==> config.mk <==
export PLATFORM = sky130hd
export DESIGN_NAME = bytecode_alu_execute_core
export DESIGN_NICKNAME = d
export VERILOG_FILES = /design/src/sv/bae_pkg.sv /design/src/sv/bae_alu.sv /design/src/sv/bytecode_alu_execute_core.sv
export SDC_FILE = /design/constraint.sdc
export NUM_CORES = 2
export LEC_CHECK = 0
export BUFFER_PORTS_ARGS = -buffer_cell sky130_fd_sc_hd__buf_2
export CAP_MARGIN = 40
export CORE_UTILIZATION = 60
export DETAILED_ROUTE_END_ITERATION = 8
export PLACE_DENSITY = 0.78
export REMOVE_ABC_BUFFERS = 1
export SKIP_LAST_GASP = 1
export SLEW_MARGIN = 40
export SYNTH_ARGS = -nofsm -noshare
export SYNTH_HDL_FRONTEND = slang
export SYNTH_SLANG_ARGS = --single-unit
export TNS_END_PERCENT = 20
==> constraint.sdc <==
create_clock -name clk -period 9.85 [get_ports clk]
set_input_delay 0.4925 -clock clk [delete_from_list [all_inputs] [get_ports clk]]
set_output_delay 0.4925 -clock clk [all_outputs]
set_load 0.03 [all_outputs]
==> src/sv/bae_pkg.sv <==
// ----------------------------------------------------------------------------
// bae_pkg - shared types and constants for the bytecode ALU execute core
// Opcode codes, request/response payload structs and register file sizing.
// ----------------------------------------------------------------------------
package bae_pkg;

	localparam int NUM_REGS = 16;

	localparam int OPC_W = 5;
	localparam int IDX_W = 4;
	localparam int IMM_W = 8;
	localparam int DATA_W = 32;

	typedef enum logic [OPC_W-1:0] {
		OPC_ADD   = 5'd0,
		OPC_SUB   = 5'd1,
		OPC_MUL   = 5'd2,
		OPC_OR    = 5'd3,
		OPC_XOR   = 5'd4,
		OPC_AND   = 5'd5,
		OPC_ANDN  = 5'd6,
		OPC_SHL   = 5'd7,
		OPC_SHR   = 5'd8,
		OPC_MOV   = 5'd9,
		OPC_EQ    = 5'd10,
		OPC_NEQ   = 5'd11,
		OPC_LT    = 5'd12,
		OPC_LTS   = 5'd13,
		OPC_LTEQ  = 5'd14,
		OPC_LTEQS = 5'd15,
		OPC_ADD8  = 5'd16,
		OPC_CST8  = 5'd17,
		OPC_BITC  = 5'd18,
		OPC_BITS  = 5'd19,
		OPC_TSTC  = 5'd20,
		OPC_TSTS  = 5'd21,
		OPC_SHIL  = 5'd22,
		OPC_SHIR  = 5'd23,
		OPC_EXTZ  = 5'd24,
		OPC_EXTS  = 5'd25
	} opcode_t;

	typedef struct packed {
		logic [OPC_W-1:0] opcode;
		logic [IDX_W-1:0] dest_index;
		logic [IDX_W-1:0] source_index;
		logic [IMM_W-1:0] immediate;
	} req_t;

	typedef struct packed {
		logic              skip_next;
		logic              written;
		logic [DATA_W-1:0] dest_value;
	} rsp_t;

endpackage

==> src/sv/bae_alu.sv <==
// ----------------------------------------------------------------------------
// bae_alu - combinational execute datapath
// Computes result, write enable and skip flag from the two register operands and the immediate.
// ----------------------------------------------------------------------------
module bae_alu (
	input  logic [bae_pkg::OPC_W-1:0]  opcode,
	input  logic                       same,
	input  logic [bae_pkg::DATA_W-1:0] a,
	input  logic [bae_pkg::DATA_W-1:0] b,
	input  logic [bae_pkg::IMM_W-1:0]  immediate,
	output bae_pkg::rsp_t              rsp
);

	logic [4:0]                 pos;
	logic [bae_pkg::DATA_W-1:0] bitm;
	logic [bae_pkg::DATA_W-1:0] mask;
	logic [bae_pkg::DATA_W-1:0] sbit;
	logic [bae_pkg::DATA_W-1:0] prod;
	logic [bae_pkg::DATA_W-1:0] cmp_b;
	logic [4:0]                 msb_idx;
	logic                       b_big;
	logic [bae_pkg::DATA_W-1:0] r;
	logic                       wr;
	logic                       skip;

	assign pos   = immediate[4:0];
	assign bitm  = 32'd1 << pos;
	assign mask  = 32'hffff_ffff >> pos;
	assign sbit  = 32'h8000_0000 >> pos;
	assign prod  = a * b;
	assign cmp_b = same ? '0 : b;
	assign b_big = |b[31:5];

	// top set bit index; zero and one both give 0
	always_comb begin
		msb_idx = '0;
		for (int i = 1; i < bae_pkg::DATA_W; i++) begin
			if (b[i])
				msb_idx = 5'(i);
		end
	end

	always_comb begin
		r    = a;
		wr   = 1'b1;
		skip = 1'b0;
		case (opcode)
			bae_pkg::OPC_ADD:  r = a + b;
			bae_pkg::OPC_SUB:  r = (same ? '0 : a) - b;
			bae_pkg::OPC_MUL:  r = prod;
			bae_pkg::OPC_OR: begin
				if (same) wr = 1'b0;
				else r = a | b;
			end
			bae_pkg::OPC_XOR: begin
				if (same) wr = 1'b0;
				else r = a ^ b;
			end
			bae_pkg::OPC_AND:  r = a & b;
			bae_pkg::OPC_ANDN: r = same ? ~b : (~b & a);
			bae_pkg::OPC_SHL:  r = b_big ? '0 : (a << b[4:0]);
			bae_pkg::OPC_SHR:  r = b_big ? '0 : (a >> b[4:0]);
			bae_pkg::OPC_MOV:  r = same ? {27'd0, msb_idx} : b;
			bae_pkg::OPC_EQ: begin
				skip = (a != cmp_b);
				wr   = 1'b0;
			end
			bae_pkg::OPC_NEQ: begin
				skip = (a == cmp_b);
				wr   = 1'b0;
			end
			bae_pkg::OPC_LT: begin
				skip = !(a < b);
				wr   = 1'b0;
			end
			bae_pkg::OPC_LTEQ: begin
				skip = !(a <= b);
				wr   = 1'b0;
			end
			bae_pkg::OPC_LTS: begin
				skip = !($signed(a) < $signed(b));
				wr   = 1'b0;
			end
			bae_pkg::OPC_LTEQS: begin
				skip = !($signed(a) <= $signed(b));
				wr   = 1'b0;
			end
			bae_pkg::OPC_ADD8: begin
				if (immediate == '0) wr = 1'b0;
				else r = a + {{24{immediate[7]}}, immediate};
			end
			bae_pkg::OPC_CST8: r = {24'd0, immediate};
			bae_pkg::OPC_BITC: r = a & ~bitm;
			bae_pkg::OPC_BITS: r = a | bitm;
			bae_pkg::OPC_TSTC: begin
				skip = a[pos];
				wr   = 1'b0;
			end
			bae_pkg::OPC_TSTS: begin
				skip = !a[pos];
				wr   = 1'b0;
			end
			bae_pkg::OPC_SHIL: r = a << pos;
			bae_pkg::OPC_SHIR: r = a >> pos;
			bae_pkg::OPC_EXTZ: r = a & mask;
			bae_pkg::OPC_EXTS: r = ((a & mask) ^ sbit) - sbit;
			default:           wr = 1'b0;
		endcase
	end

	assign rsp.skip_next  = skip;
	assign rsp.written    = wr;
	assign rsp.dest_value = wr ? r : a;

endmodule

==> src/sv/bytecode_alu_execute_core.sv <==
// ----------------------------------------------------------------------------
// bytecode_alu_execute_core - execute unit of a small bytecode machine
// Register file in a synchronous memory, one ALU stage, registered response.
// ----------------------------------------------------------------------------
// One instruction per cycle sustained while responses are accepted. An
// instruction's operands are read from the register file memory at the edge
// where it is transferred in. It executes in the following cycle, and when it
// leaves stage 1 the result is written back and the response is registered.
// A write that lands on the same edge as the next instruction's read is
// forwarded, so dependent instructions issue back to back. Registers read as
// zero after reset through per-register valid flags; no clearing pass is
// needed.
// ----------------------------------------------------------------------------
module bytecode_alu_execute_core #(
	parameter int NUM_REGS = bae_pkg::NUM_REGS
) (
	input  logic          clk,
	input  logic          arst_n,
	input  logic          req_valid,
	output logic          req_ready,
	input  bae_pkg::req_t req,
	output logic          rsp_valid,
	input  logic          rsp_ready,
	output bae_pkg::rsp_t rsp
);

	localparam int AW = $clog2(NUM_REGS);

	logic [bae_pkg::DATA_W-1:0] rf_mem [NUM_REGS];
	logic [NUM_REGS-1:0]        rf_vld_q;

	logic                       req_xfer;
	logic                       s1_adv;
	logic                       wb_en;

	// stage 1
	logic                       vld_s1;
	bae_pkg::req_t              req_s1;
	logic [bae_pkg::DATA_W-1:0] a_raw_s1;
	logic [bae_pkg::DATA_W-1:0] b_raw_s1;
	logic                       a_vld_s1;
	logic                       b_vld_s1;

	// last write back, for read-during-write
	logic                       fwd_en_q;
	logic [AW-1:0]              fwd_idx_q;
	logic [bae_pkg::DATA_W-1:0] fwd_data_q;

	logic [AW-1:0]              d_idx_s1;
	logic [AW-1:0]              s_idx_s1;
	logic [bae_pkg::DATA_W-1:0] a_op;
	logic [bae_pkg::DATA_W-1:0] b_op;
	bae_pkg::rsp_t              alu_rsp;

	logic                       rsp_vld_q;
	bae_pkg::rsp_t              rsp_q;

	assign s1_adv    = vld_s1 && (!rsp_vld_q || rsp_ready);
	assign req_ready = !vld_s1 || s1_adv;
	assign req_xfer  = req_valid && req_ready;

	assign d_idx_s1 = req_s1.dest_index[AW-1:0];
	assign s_idx_s1 = req_s1.source_index[AW-1:0];

	always_comb begin
		if (fwd_en_q && (fwd_idx_q == d_idx_s1))
			a_op = fwd_data_q;
		else
			a_op = a_vld_s1 ? a_raw_s1 : '0;
		if (fwd_en_q && (fwd_idx_q == s_idx_s1))
			b_op = fwd_data_q;
		else
			b_op = b_vld_s1 ? b_raw_s1 : '0;
	end

	bae_alu u_alu (
		.opcode    (req_s1.opcode),
		.same      (d_idx_s1 == s_idx_s1),
		.a         (a_op),
		.b         (b_op),
		.immediate (req_s1.immediate),
		.rsp       (alu_rsp)
	);

	assign wb_en = s1_adv && alu_rsp.written;

	// register file memory: one write port, two registered read ports
	always_ff @(posedge clk) begin
		if (wb_en)
			rf_mem[d_idx_s1] <= alu_rsp.dest_value;
		if (req_xfer) begin
			a_raw_s1 <= rf_mem[req.dest_index[AW-1:0]];
			b_raw_s1 <= rf_mem[req.source_index[AW-1:0]];
		end
	end

	always_ff @(posedge clk or negedge arst_n) begin
		if (!arst_n) begin
			rf_vld_q <= '0;
			vld_s1   <= 1'b0;
			fwd_en_q <= 1'b0;
			rsp_vld_q <= 1'b0;
		end else begin
			if (wb_en)
				rf_vld_q[d_idx_s1] <= 1'b1;
			if (req_xfer)
				vld_s1 <= 1'b1;
			else if (s1_adv)
				vld_s1 <= 1'b0;
			if (wb_en)
				fwd_en_q <= 1'b1;
			if (s1_adv)
				rsp_vld_q <= 1'b1;
			else if (rsp_ready)
				rsp_vld_q <= 1'b0;
		end
	end

	always_ff @(posedge clk) begin
		if (req_xfer) begin
			req_s1   <= req;
			a_vld_s1 <= rf_vld_q[req.dest_index[AW-1:0]];
			b_vld_s1 <= rf_vld_q[req.source_index[AW-1:0]];
		end
		if (wb_en) begin
			fwd_idx_q  <= d_idx_s1;
			fwd_data_q <= alu_rsp.dest_value;
		end
		if (s1_adv)
			rsp_q <= alu_rsp;
	end

	assign rsp_valid = rsp_vld_q;
	assign rsp       = rsp_q;

endmodule
==> results of run 1 <==
-- cells by family after synthesis --
group                      Yosys count
DFF                                688
adders and majority gates          723
AOI/OAI and AO/OA                 1276
muxes                              579
xor gates and xnor gates           232
buffers and inverters              969
and+or+nand+nor                   1652
-- metal layers --
metal,overflow,global-route usage (%)
met4,7,75.2
met2,4,90.5
met5,0,38.3
met1,0,77.8
met3,0,63.3
-- through the flow --
| step | area [um^2] | util [%] | cells | hold WS (ns) |
|---|---|---|---|---|
| after floorplan | 63400 | - | 5659 | 0.197 |
| after global placement | 69500 | 64.7 | 7573 | 0.465 |
| after detailed placement | 69700 | 64.8 | 7577 | 0.482 |
| after CTS | 71800 | 66.8 | 7694 | 0.0184 |
-- repair_timing --
item,4_1_cts
hold buffers,1
setup endpoints to repair,143
hold endpoints to repair,19
pin swaps,4
resized for setup,15
buffers inserted,11
-- synthesized netlist by cell type (all sizes together), types with 118 or more instances --
cell / instances
fa: 411
clkbuf: 258
nor2: 678
a21oi: 308
buf: 202
mux4: 392
nand2: 534
nand3: 118
o21ai: 213
inv: 503
xnor2: 155
ha: 312
mux2i: 156
edfxtp: 669
==> impl_metrics.ini, run 1 <==
[run_status]
status = did not finish
lastStage = global routing (5_1_grt)
error_line = [ERROR GRT-0232] Routing congestion too high. Check the congestion heatmap in the GUI.

[floorplan]
die_w_um = 332
rows = 120
start_util_pct = 60.9
pin_count = 61
die_h_um = 332

[grt]
grt_overflow = 11
grtUsageTotal_pct = 76.8
grt_max_degree = 78

[yosys]
yosys.area.top_type_share_pct = 30.7
yosysUniqueCellTypes = 108
synthCells = 6119
yosys.area_share.simple_pct = 11.1
ys_ff_latch = 688
ys_seq_area_share_pct = 31.4
synth-main-ff-cell = edfxtp_1
synthDominantAreaCellType = edfxtp_1
synth_xor_area_share_pct = 3.26
synth_top_family_by_area = adder cells
postSynth.asyncResetShare_pct = 2.76
syn_area_um2 = 65400
synthAdderAreaFrac_pct = 18.5
yosysWarnings = 0
synth.area.mux_share_pct = 16.4
ys_top_cells_by_area = edfxtp_1, mux4_2, fa_1
synth-compound-area-share_pct = 13.3
syn_avg_cell_area_um2 = 10.7
synth_edf_count = 669

[clock_network]
cts_buffers = 56
root_buffer = clkbuf_16
clock-sinks = 688
ctsHtreeMaxLevel = 2
clock_path_buffers = 3

[placed_design]
dp_hpwl_um = 263000
port_buffers = 60
gp_congestion = 1.26
place_ws_ns = -0.233
==> inputs of run 2 (changes only) <==
--- a/config.mk
+++ b/config.mk
@@ -7,9 +7,9 @@
 export LEC_CHECK = 0
 export BUFFER_PORTS_ARGS = -buffer_cell sky130_fd_sc_hd__buf_2
 export CAP_MARGIN = 40
-export CORE_UTILIZATION = 60
+export CORE_UTILIZATION = 40
 export DETAILED_ROUTE_END_ITERATION = 8
-export PLACE_DENSITY = 0.78
+export PLACE_DENSITY_LB_ADDON = 0.15
 export REMOVE_ABC_BUFFERS = 1
 export SKIP_LAST_GASP = 1
 export SLEW_MARGIN = 40
==> constraint.sdc (replaced) <==
create_clock -name clk -period 12.8 [get_ports clk]
set_input_delay 0.64 -clock clk [delete_from_list [all_inputs] [get_ports clk]]
set_output_delay 0.64 -clock clk [all_outputs]
set_load 0.03 [all_outputs]
==> run 2 against run 1 <==
  * Synthesized cell count is the same
  * Area after synthesis unchanged
  * The run now ends clean
==> impl_metrics.ini, run 2 <==
[power_and_ir_drop]
leakage_nw = 27.1
power_switching_mw = 6.15
intPower_mw = 6.11
seqPwrFrac_pct = 22.4
peakVddDrop_mv = 0.508
pwr-share-comb_pct = 62.2
finalPower_mw = 12.3
p_per_area_nw_per_um2 = 171
power_switching_share_pct = 50.2
clkPwrFrac_pct = 15.4

[routing]
drt-initial-drc-count = 7586
route.detailed.drc = 0
num_vias = 56537
finalWirelength_um = 361000
antenna_left = 0
wire_per_inst_um = 43.2
first_pass_iters = 8
via_per_inst = 6.78

[setup_path]
start_kind = flop
crit_type = flop to flop
crit_path_end_kind = flop
ff2ff_setup_slack_ns = 1.20
cp_slowest_cell = xor2_1
cpLargestDelayFamily = adder cells
worstPathArrival_ns = 11.85
critPathBufInv = 5
required_ns = 13.06
crit_top_cell = fa_1
cpPeakStageDelay_ns = 0.75
worst-path-max-fanout = 21

[yosys]
ys_top_cells_by_area = edfxtp_1, mux4_2, fa_1
ys_ff_latch = 688
yosysWarnings = 0
ys_seq_area_share_pct = 31.4
synth_edf_count = 669
syn_avg_cell_area_um2 = 10.7
synth_most_common_cell = nor2_1
yosysUniqueCellTypes = 108
synthCells = 6119
syn_area_um2 = 65400
synth_commonest_cells = nor2_1, edfxtp_1, nand2_1, inv_1, fa_1
yosys.area.top_type_share_pct = 30.7
postSynth.asyncResetShare_pct = 2.76
synth-main-ff-cell = edfxtp_1
synthDominantAreaCellType = edfxtp_1

[grt]
antenna_found_initial = 48
grt_max_degree = 79
grt_pass1_vias = 55194
grtUsageTotal_pct = 43.5
grt_overflow = 0
grt_pass1_wl_um = 484000

[sta]
rsz0062_at_grt = false
finalSetupViolCount = 0
finalClockSkew_ns = 0.0342
post-route-period-util_pct = 90.6
min_period_ns = 11.60
max_slew_margin_pct = 32.4
worst_slew_pin_slew_ns = 1.01
fmax_ghz = 0.0862
tns_ns = 0
timing.hold.ws_ns = 0.198
hold_violations = 0
slew_viol_final = 0

[floorplan]
pin_count = 61
die_h_um = 406
start_util_pct = 40.2
design.die.area_um2 = 165000
die_w_um = 406
rows = 148
core_um2 = 163000

[clock_network]
cts_resized = 0
root_buffer = clkbuf_16
clk_latency_ns = 0.64
clk_pin_slew_worst_paths_ns = 0.07
clock_path_buffers = 3
clock-sinks = 688
ctsHtreeMaxLevel = 2
cts_tree = built
ctsHoldBuffers = 1
cts_setup_buffers = 0
cts_buffers = 59

[finish]
multiInputGateArea_um2 = 41500
register_area_um2 = 20600
fillers = 15640
final_common_cell = edfxtp_1
fin_util_pct = 44.0
area_delta_synth_final_pct = 9.44
regMostFlops = rf_mem
final_cell_mix = edfxtp_1, nor2_1, nand2_1
nNetsFinal = 6845
largest_reg_flops = 512
drive_gt1_share_pct = 17.7

[placed_design]
dp_hpwl_um = 267000
port_buffers = 60
gp_congestion = 1.14

[min_path]
hold_class = input port to flop

[job]
max-cap-violations = 0

[run_status]
status = completed
==> run 2: cell counts after synthesis <==
Identical to the previous run, type by type.
==> run 2: per-stage QoR <==
stage	std cells	cell area [um^2]	worst slack (ns)
2_1_floorplan	5659	63400	0.341
3_3_place_gp	8192	69000	1.42
3_5_place_dp	8204	69300	1.51
4_1_cts	8314	71300	1.47
5_1_grt	8320	71500	0.988
6_report	8344	71600	1.20
==> run 2: per-layer routing <==
layer  track usage, %  up-vias  routed length, um
met5                0        -                145
met4             36.5       22              36200
met1             53.2    29034             134000
met3             9.84     1178              33400
met2             65.2     3870             157000
li1                 -    22433                  -
==> run 2: area by class of cell <==
type | instances | area share, %
repair buffers | 377 | 4.02
diodes | 24 | 0.0839
clock buffers | 68 | 2.11
clock inverters | 41 | 0.682
flip-flops and latches | 688 | 28.7
multi-input cells | 4462 | 57.9
well taps | 2175 | 3.80
inverters | 509 | 2.67
==> run 2: path summary, 6_finish.rpt <==
path / cells past startpoint / startpoint / to
worst max-delay path: 28 / d_idx_s1[0]$_DFFE_PP_ / rf_mem[7][28]$_DFFE_PP_
worst min-delay path: 1 / req[3] / req_s1[3]$_DFFE_PP_
worst max register to register: 28 / d_idx_s1[0]$_DFFE_PP_ / rf_mem[7][28]$_DFFE_PP_
worst min register to register: 1 / rf_vld_q[15]$_DFFE_PN0P_ / rf_vld_q[15]$_DFFE_PN0P_
max in group asynchronous: 2 / arst_n / rf_vld_q[8]$_DFFE_PN0P_
min in group asynchronous: 2 / arst_n / rsp_valid$_DFFE_PN0P_
==> run 2: logic make-up (layout without fill, tap and decap cells) <==
kind of cell	count (synthesis)	in the layout	synth area share, %
AND/OR/NAND/NOR	1652	1652	11.1
AO/OA/AOI/OAI	1276	1276	13.3
buffers and inverters	969	995	5.98
adder cells (fa/ha/maj)	723	723	18.5
flip-flops	688	688	31.4
multiplexers	579	579	16.4
XOR/XNOR	232	232	3.26
other	0	24	0
==> run 2: power groups by stage <==
| stage | Clock (mW) | Combinational [mW] | Sequential (mW) |
|---|---|---|---|
| 5_1_grt | 1.99 | 7.90 | 2.75 |
| 2_1_floorplan | 0 | 4.08 | 2.82 |
| 6_report | 1.89 | 7.62 | 2.75 |
| 3_3_place_gp | 0 | 7.20 | 2.80 |
| 3_5_place_dp | 0 | 7.24 | 2.80 |
| 4_1_cts | 1.92 | 7.27 | 2.75 |
(Power assumes the default switching activity.)
